$ cat src/hw/rtl/aesr_pkg.sv
// ----------------------------------------------------------------------------
// aesr_pkg - shared types and functions for the AES encryption round
// Holds the state type, the S-box and the GF(2^8) helpers for the datapath.
// ----------------------------------------------------------------------------
package aesr_pkg;

  localparam int unsigned HALF_W  = 64;
  localparam int unsigned NBYTES  = 16;
  localparam int unsigned CFG_IDX_W = 1;

  // register indexes on the configuration port
  localparam logic [CFG_IDX_W-1:0] REG_KEY_HIGH = 1'b0;
  localparam logic [CFG_IDX_W-1:0] REG_KEY_LOW  = 1'b1;

  localparam logic [7:0] GF_POLY = 8'h1b;

  // byte 0 is the leftmost element, so it lands in the top bits when packed
  typedef logic [0:NBYTES-1][7:0] state_t;

  localparam logic [7:0] SBOX [256] = '{
    8'h63,8'h7c,8'h77,8'h7b,8'hf2,8'h6b,8'h6f,8'hc5,8'h30,8'h01,8'h67,8'h2b,8'hfe,8'hd7,8'hab,8'h76,
    8'hca,8'h82,8'hc9,8'h7d,8'hfa,8'h59,8'h47,8'hf0,8'had,8'hd4,8'ha2,8'haf,8'h9c,8'ha4,8'h72,8'hc0,
    8'hb7,8'hfd,8'h93,8'h26,8'h36,8'h3f,8'hf7,8'hcc,8'h34,8'ha5,8'he5,8'hf1,8'h71,8'hd8,8'h31,8'h15,
    8'h04,8'hc7,8'h23,8'hc3,8'h18,8'h96,8'h05,8'h9a,8'h07,8'h12,8'h80,8'he2,8'heb,8'h27,8'hb2,8'h75,
    8'h09,8'h83,8'h2c,8'h1a,8'h1b,8'h6e,8'h5a,8'ha0,8'h52,8'h3b,8'hd6,8'hb3,8'h29,8'he3,8'h2f,8'h84,
    8'h53,8'hd1,8'h00,8'hed,8'h20,8'hfc,8'hb1,8'h5b,8'h6a,8'hcb,8'hbe,8'h39,8'h4a,8'h4c,8'h58,8'hcf,
    8'hd0,8'hef,8'haa,8'hfb,8'h43,8'h4d,8'h33,8'h85,8'h45,8'hf9,8'h02,8'h7f,8'h50,8'h3c,8'h9f,8'ha8,
    8'h51,8'ha3,8'h40,8'h8f,8'h92,8'h9d,8'h38,8'hf5,8'hbc,8'hb6,8'hda,8'h21,8'h10,8'hff,8'hf3,8'hd2,
    8'hcd,8'h0c,8'h13,8'hec,8'h5f,8'h97,8'h44,8'h17,8'hc4,8'ha7,8'h7e,8'h3d,8'h64,8'h5d,8'h19,8'h73,
    8'h60,8'h81,8'h4f,8'hdc,8'h22,8'h2a,8'h90,8'h88,8'h46,8'hee,8'hb8,8'h14,8'hde,8'h5e,8'h0b,8'hdb,
    8'he0,8'h32,8'h3a,8'h0a,8'h49,8'h06,8'h24,8'h5c,8'hc2,8'hd3,8'hac,8'h62,8'h91,8'h95,8'he4,8'h79,
    8'he7,8'hc8,8'h37,8'h6d,8'h8d,8'hd5,8'h4e,8'ha9,8'h6c,8'h56,8'hf4,8'hea,8'h65,8'h7a,8'hae,8'h08,
    8'hba,8'h78,8'h25,8'h2e,8'h1c,8'ha6,8'hb4,8'hc6,8'he8,8'hdd,8'h74,8'h1f,8'h4b,8'hbd,8'h8b,8'h8a,
    8'h70,8'h3e,8'hb5,8'h66,8'h48,8'h03,8'hf6,8'h0e,8'h61,8'h35,8'h57,8'hb9,8'h86,8'hc1,8'h1d,8'h9e,
    8'he1,8'hf8,8'h98,8'h11,8'h69,8'hd9,8'h8e,8'h94,8'h9b,8'h1e,8'h87,8'he9,8'hce,8'h55,8'h28,8'hdf,
    8'h8c,8'ha1,8'h89,8'h0d,8'hbf,8'he6,8'h42,8'h68,8'h41,8'h99,8'h2d,8'h0f,8'hb0,8'h54,8'hbb,8'h16
  };

  function automatic logic [7:0] xtime(input logic [7:0] b);
    logic [7:0] r;
    r = {b[6:0], 1'b0};
    if (b[7]) begin
      r = r ^ GF_POLY;
    end
    return r;
  endfunction

  // SubBytes then ShiftRows: row r of column c takes row r of column c+r
  function automatic state_t sub_shift(input state_t s);
    state_t t;
    for (int c = 0; c < 4; c++) begin
      for (int r = 0; r < 4; r++) begin
        t[c*4 + r] = SBOX[s[((c + r) % 4)*4 + r]];
      end
    end
    return t;
  endfunction

  function automatic state_t column_mix(input state_t t);
    state_t     s;
    logic [7:0] a0, a1, a2, a3;
    for (int c = 0; c < 4; c++) begin
      a0 = t[c*4];
      a1 = t[c*4 + 1];
      a2 = t[c*4 + 2];
      a3 = t[c*4 + 3];
      s[c*4]     = xtime(a0) ^ xtime(a1) ^ a1 ^ a2 ^ a3;
      s[c*4 + 1] = a0 ^ xtime(a1) ^ xtime(a2) ^ a2 ^ a3;
      s[c*4 + 2] = a0 ^ a1 ^ xtime(a2) ^ xtime(a3) ^ a3;
      s[c*4 + 3] = xtime(a0) ^ a0 ^ a1 ^ a2 ^ xtime(a3);
    end
    return s;
  endfunction

endpackage

$ cat src/hw/rtl/aesr_in_if.sv
// ----------------------------------------------------------------------------
// aesr_in_if - input channel of the AES encryption round
// Valid/ready channel carrying one state block and its round flags.
// ----------------------------------------------------------------------------
interface aesr_in_if;
  logic        valid;
  logic        ready;
  logic [63:0] block_high;
  logic [63:0] block_low;
  logic        pre_whiten;
  logic        last_round;

  modport source (output valid, block_high, block_low, pre_whiten, last_round,
                  input ready);
  modport sink   (input valid, block_high, block_low, pre_whiten, last_round,
                  output ready);
endinterface

$ cat src/hw/rtl/aesr_out_if.sv
// ----------------------------------------------------------------------------
// aesr_out_if - result channel of the AES encryption round
// Valid/ready channel carrying one result state block.
// ----------------------------------------------------------------------------
interface aesr_out_if;
  logic        valid;
  logic        ready;
  logic [63:0] out_high;
  logic [63:0] out_low;

  modport source (output valid, out_high, out_low, input ready);
  modport sink   (input valid, out_high, out_low, output ready);
endinterface

$ cat src/hw/rtl/aes_encrypt_round.sv
// ----------------------------------------------------------------------------
// aes_encrypt_round - one AES-128 encryption round, three-stage pipeline
// Optional whitening, SubBytes, ShiftRows, MixColumns if not last, AddRoundKey.
// ----------------------------------------------------------------------------
// Usage:
//   in_ch  takes one 128-bit state per beat (block_high holds bytes 0..7,
//          byte 0 in the top bits) with the pre_whiten and last_round flags.
//   out_ch returns the round result as out_high / out_low, one beat per item.
//   cfg_*  writes the round key: index REG_KEY_HIGH for key bytes 0..7,
//          REG_KEY_LOW for bytes 8..15. Write it only while the pipe is empty.
// Pipeline: an accepted item passes stage 1 whiten, stage 2
//   SubBytes/ShiftRows and stage 3 MixColumns/AddRoundKey into the output
//   register, from which out_ch offers it.
// Throughput: one beat per cycle unless out_ch stalls; one item per stage.
// Reset: synchronous, active low; empties all stages and clears the key.
// Stall: when out_ch.ready is low the output stage holds; earlier stages
//   keep moving until they run into a full stage, so up to three items sit
//   in the pipe before in_ch.ready drops. Nothing is lost or repeated.
// ----------------------------------------------------------------------------
module aes_encrypt_round
  import aesr_pkg::*;
(
  input  logic                 clk,
  input  logic                 rst_n,
  aesr_in_if.sink              in_ch,
  aesr_out_if.source           out_ch,
  input  logic                 cfg_we,
  input  logic [CFG_IDX_W-1:0] cfg_idx,
  input  logic [HALF_W-1:0]    cfg_wdata
);

  // round key, held in configuration
  logic [HALF_W-1:0] key_hi_r, key_lo_r;
  state_t            key;

  // stage valids and payloads
  logic   v1_r, v2_r, v3_r;
  logic   last1_r, last2_r;
  state_t s1_r, s2_r, s3_r;
  state_t s1_nxt, s2_nxt, s3_nxt;

  // stage enables: a stage loads when it is empty or its contents move on
  logic en1, en2, en3;

  assign key = {key_hi_r, key_lo_r};

  assign en3 = !v3_r || out_ch.ready;
  assign en2 = !v2_r || en3;
  assign en1 = !v1_r || en2;

  assign in_ch.ready = en1;

  // stage 1: optional whitening with the round key
  always_comb begin
    s1_nxt = {in_ch.block_high, in_ch.block_low};
    if (in_ch.pre_whiten) begin
      s1_nxt = s1_nxt ^ key;
    end
  end

  // stage 2: SubBytes and ShiftRows
  assign s2_nxt = sub_shift(s1_r);

  // stage 3: MixColumns unless this is the final round, then AddRoundKey
  always_comb begin
    if (last2_r) begin
      s3_nxt = s2_r ^ key;
    end else begin
      s3_nxt = column_mix(s2_r) ^ key;
    end
  end

  // key registers
  always_ff @(posedge clk) begin
    if (!rst_n) begin
      key_hi_r <= '0;
      key_lo_r <= '0;
    end else if (cfg_we) begin
      unique case (cfg_idx)
        REG_KEY_HIGH: key_hi_r <= cfg_wdata;
        REG_KEY_LOW:  key_lo_r <= cfg_wdata;
        default: ;
      endcase
    end
  end

  // valid bits travel with the data
  always_ff @(posedge clk) begin
    if (!rst_n) begin
      v1_r <= 1'b0;
      v2_r <= 1'b0;
      v3_r <= 1'b0;
    end else begin
      if (en1) v1_r <= in_ch.valid;
      if (en2) v2_r <= v1_r;
      if (en3) v3_r <= v2_r;
    end
  end

  // payload: load on enable, hold while stalled
  always_ff @(posedge clk) begin
    if (en1) begin
      s1_r    <= s1_nxt;
      last1_r <= in_ch.last_round;
    end
    if (en2) begin
      s2_r    <= s2_nxt;
      last2_r <= last1_r;
    end
    if (en3) begin
      s3_r <= s3_nxt;
    end
  end

  assign out_ch.valid    = v3_r;
  assign out_ch.out_high = s3_r[0:7];
  assign out_ch.out_low  = s3_r[8:15];

endmodule

$ cat src/flat_wrapper.sv
// flat-port wrapper written by rule: the top's interface ports become plain ports
module aes_encrypt_round_flat import aesr_pkg::*;
  (clk, rst_n, cfg_we, cfg_idx, cfg_wdata, in_ch_valid, in_ch_block_high, in_ch_block_low, in_ch_pre_whiten, in_ch_last_round, in_ch_ready, out_ch_valid, out_ch_out_high, out_ch_out_low, out_ch_ready);
  aesr_in_if in_ch_i ();
  aesr_out_if out_ch_i ();
  input  logic clk;
  input  logic rst_n;
  input  logic cfg_we;
  input  logic [CFG_IDX_W-1:0] cfg_idx;
  input  logic [HALF_W-1:0] cfg_wdata;
  input wire logic [$bits(in_ch_i.valid)-1:0] in_ch_valid;
  input wire logic [$bits(in_ch_i.block_high)-1:0] in_ch_block_high;
  input wire logic [$bits(in_ch_i.block_low)-1:0] in_ch_block_low;
  input wire logic [$bits(in_ch_i.pre_whiten)-1:0] in_ch_pre_whiten;
  input wire logic [$bits(in_ch_i.last_round)-1:0] in_ch_last_round;
  output wire logic [$bits(in_ch_i.ready)-1:0] in_ch_ready;
  output wire logic [$bits(out_ch_i.valid)-1:0] out_ch_valid;
  output wire logic [$bits(out_ch_i.out_high)-1:0] out_ch_out_high;
  output wire logic [$bits(out_ch_i.out_low)-1:0] out_ch_out_low;
  input wire logic [$bits(out_ch_i.ready)-1:0] out_ch_ready;
  assign in_ch_i.valid = in_ch_valid;
  assign in_ch_i.block_high = in_ch_block_high;
  assign in_ch_i.block_low = in_ch_block_low;
  assign in_ch_i.pre_whiten = in_ch_pre_whiten;
  assign in_ch_i.last_round = in_ch_last_round;
  assign in_ch_ready = in_ch_i.ready;
  assign out_ch_valid = out_ch_i.valid;
  assign out_ch_out_high = out_ch_i.out_high;
  assign out_ch_out_low = out_ch_i.out_low;
  assign out_ch_i.ready = out_ch_ready;
  aes_encrypt_round u_core (.clk(clk), .rst_n(rst_n), .in_ch(in_ch_i), .out_ch(out_ch_i), .cfg_we(cfg_we), .cfg_idx(cfg_idx), .cfg_wdata(cfg_wdata));
endmodule
$ cat config.mk
export PLATFORM = sky130hd
export DESIGN_NAME = aes_encrypt_round_flat
export DESIGN_NICKNAME = d
export VERILOG_FILES = /design/src/hw/rtl/aesr_pkg.sv /design/src/hw/rtl/aesr_in_if.sv /design/src/hw/rtl/aesr_out_if.sv /design/src/hw/rtl/aes_encrypt_round.sv /design/src/flat_wrapper.sv
export SDC_FILE = /design/constraint.sdc
export NUM_CORES = 2
export LEC_CHECK = 0
export BUFFER_PORTS_ARGS = -buffer_cell sky130_fd_sc_hd__buf_2
export CAP_MARGIN = 40
export CORE_MARGIN = 5
export CORE_UTILIZATION = 35
export CTS_CLUSTER_SIZE = 14
export DETAILED_ROUTE_END_ITERATION = 8
export GPL_ROUTABILITY_DRIVEN = 1
export SLEW_MARGIN = 0
export SYNTH_ARGS = -nofsm -noshare
export SYNTH_HDL_FRONTEND = slang
export SYNTH_SLANG_ARGS = --single-unit
$ cat constraint.sdc
create_clock -name clk -period 5.9 [get_ports clk]
set_input_delay 0.59 -clock clk [delete_from_list [all_inputs] [get_ports clk]]
set_output_delay 0.59 -clock clk [all_outputs]
set_load 0.005 [all_outputs]
==> run metrics <==
Tcrit/Tclk final=68.6%; vias per cell=6.82; CORE AREA=217000 µm²; syn_nets=roughly 11000; Die Ht=476 µm; Cell Area, Synth=76100 µm²; hold buffers post-CTS=0; Num CTS Buffers=roughly 70; via count=90215; busiest grt layer=met2; vias in the first global route=between 80000 and 90000; DRC viols=0; layout cells sized above 1=between 8 and 9%; Worst-Skew Late Latency=730 ps; VDD IR max=0.000193 V; min cycle time layout=4050 ps; Tot GR Track Use=between 30% and 40%; largest area contributor in the netlist=edfxtp_1; Area Overhead vs Synth=5.90%; worst hold path class=primary input to flip-flop; chip width=roughly 480 µm; Total Wirelength=390000 µm; reg2reg start=u_core.s1_r[113]; largest net degree at the start of global routing=241; post-CTS setup buffer count=0; Synth Instances=10860; CTS tree=built; RSZ-0062 raised after global routing=false; Setup WS pre-CTS=1990 ps; global-route wire length before repair=566000 µm; DRT iter0 DRCs=18014; CP startpoint kind=flip-flop; top_reg_cell synth=edfxtp_1; Worst Skew=between 50 and 60 ps; RePlAce Congestion=1.02; met3 usage=6.79%; status=complete, no violations; Final TNS setup=0 ps; wire per inst=29.5 µm; Pins Over Slew Limit=0; I/O pin cnt=330; asr flop ratio synth=0%; Post-DP HPWL=~280000 µm; H-tree depth=3; Final Setup Violations=0; worst setup path class=flip-flop to flip-flop; Core Util, Final=37.2%; initial antenna violation count=39; Worst R2R End=u_core.s2_r[17]; clock sink count=517; cts repair resizes=0; post-detailed-route count of antenna-violating nets=0; syn avg cell area=7.00 µm²; R2R depth=9; crit path capture type=flip-flop; Pwr Density=287 nW/µm²; post-synth cell types=100; hold path endpoint=u_core.last1_r; hold_sp=in_ch_last_round; slack of the critical path=1850 ps; Cell Rows=171; Initial Util=35.1%; global route overflow=0; Fillers=about 23000; Synth top area share=15.2%; top cells by count, synth=nand2_1, o21ai_0, a21oi_1, nor2_1, clkbuf_1; leak pwr=0.0284 µW; register bit total from synthesis=517; Root Buffer Master=clkbuf_16; Pre-Repair DR Iteration Count=8; NumNets Final=10748; hold depth=1; max frequency=247 MHz; Synth area leaders=edfxtp_1, nand2_1, o21ai_0; met2 Use GR=49.3%; most common cell in the netlist=nand2_1; CP Max Fanout=17; MaxCap Viol Count=0; met1 global-route usage=about 43%; Arr. time, crit path=around 4600 ps; post-synthesis sequential area ratio=18.7%; Least-Margin Pin Slew=1090 ps; IO Port Bufs=329; CTS Buffer Depth=3; Reg2Reg Setup Slack=1850 ps; number of synthesized flops with an enable pin=386; warnings from Yosys=0; Slew headroom=27.1%; Final Hold Fails=0; Worst EP required=approximately 6500 ps; die footprint=about 230000 µm²; clk slew on worst S/H paths=around 60 ps
==> logic make-up after synthesis <==
| logic type | share of synthesized area [%] |
|---|---|
| buffers and inverters | 7.94 |
| XOR/XNOR | 8.28 |
| AND/OR/NAND/NOR | 23.0 |
| AO/OA/AOI/OAI | 34.8 |
| flip-flops | 18.7 |
| multiplexers | 3.32 |
| adder cells (fa/ha/maj) | 3.95 |
==> placed cells by master, fill, tap and decap left out, types with 80 or more instances in the layout <==
cell	instances
o22ai_1	89
buf_4	213
or2_2	80
xnor2_1	471
o211ai_1	242
a31oi_1	295
o21ai_0	1041
o31ai_1	104
ha_1	240
a211oi_1	246
dfxtp_1	131
a21boi_0	159
a311oi_1	178
nand2b_1	251
nand3_1	348
inv_1	111
nor3_1	354
xor2_1	233
edfxtp_1	386
nor2b_1	213
o311ai_0	168
a21oi_1	960
nand2_1	1408
buf_2	329
nor2_1	783
==> how the worst max path moves through the flow <==
stage,slack [ps],cells after the start,to,start
finish,1850,9,u_core.s2_r[17],u_core.s1_r[113]
global route,1690,8,u_core.s2_r[73],u_core.s1_r[8]
CTS,1950,8,u_core.s2_r[73],u_core.s1_r[8]
floorplan,660,2,u_core.last1_r,out_ch_ready
global placement,1950,9,u_core.s2_r[58],u_core.s1_r[56]
detailed placement,1990,8,u_core.s2_r[73],u_core.s1_r[8]
==> critical path: stages (launching register included) <==
cell and delay (ps):
edfxtp_1 840, inv_1 390, ha_1 810, nor2b_1 550, a21oi_1 340, o211ai_1 250
o311ai_0 360, o21ai_0 190, nand2_1 70, nand3_1 100
==> layer usage <==
layer  wire length (µm)  vias up
li1                   -    39126
met3              46500     1325
met2             169000     7307
met1             152000    42441
met4              22800       16
met5                 98        -
==> registers in the layout, indices dropped and copies added (netlist names) <==
| register | cells |
|---|---|
| u_core.key_hi_r | 64 |
| u_core.s1_r | 128 |
| u_core.last1_r | 1 |
| u_core.out_ch.valid | 1 |
| u_core.key_lo_r | 64 |
| u_core.s2_r | 128 |
| u_core.v1_r | 1 |
| u_core.out_ch.out_low | 64 |
| u_core.out_ch.out_high | 64 |
| u_core.v2_r | 1 |
| u_core.last2_r | 1 |
==> stage by stage <==
stage	total power (µW)	hold WS [ps]	cell area, µm²	instances
2_1_floorplan	13800	400	76100	10860
3_3_place_gp	18200	414	77600	13061
3_5_place_dp	18200	410	78100	13091
4_1_cts	22900	44.8	80500	13219
5_1_grt	24100	67.3	80500	13229
6_report	23100	89.2	80500	13237
==> layout make-up <==
cell class	instances	area [µm²]	share of cell area (%)
Clock buffer	90	1850	2.29
Multi-Input combinational cell	9004	55900	69.3
Sequential cell	517	14200	17.6
Antenna cell	18	45.0	0.0559
Inverter	143	547	0.679
Tap cell	2854	3570	4.43
Clock inverter	38	547	0.679
Timing Repair Buffer	573	3920	4.87
==> power breakdown <==
part,switching [µW],total (µW),internal [µW]
clock,2020,4560,2540
combinational,8110,12700,4570
sequential,950,5900,4950
total,11100,23100,12100
Note: power is estimated with default switching activity, not from simulation.
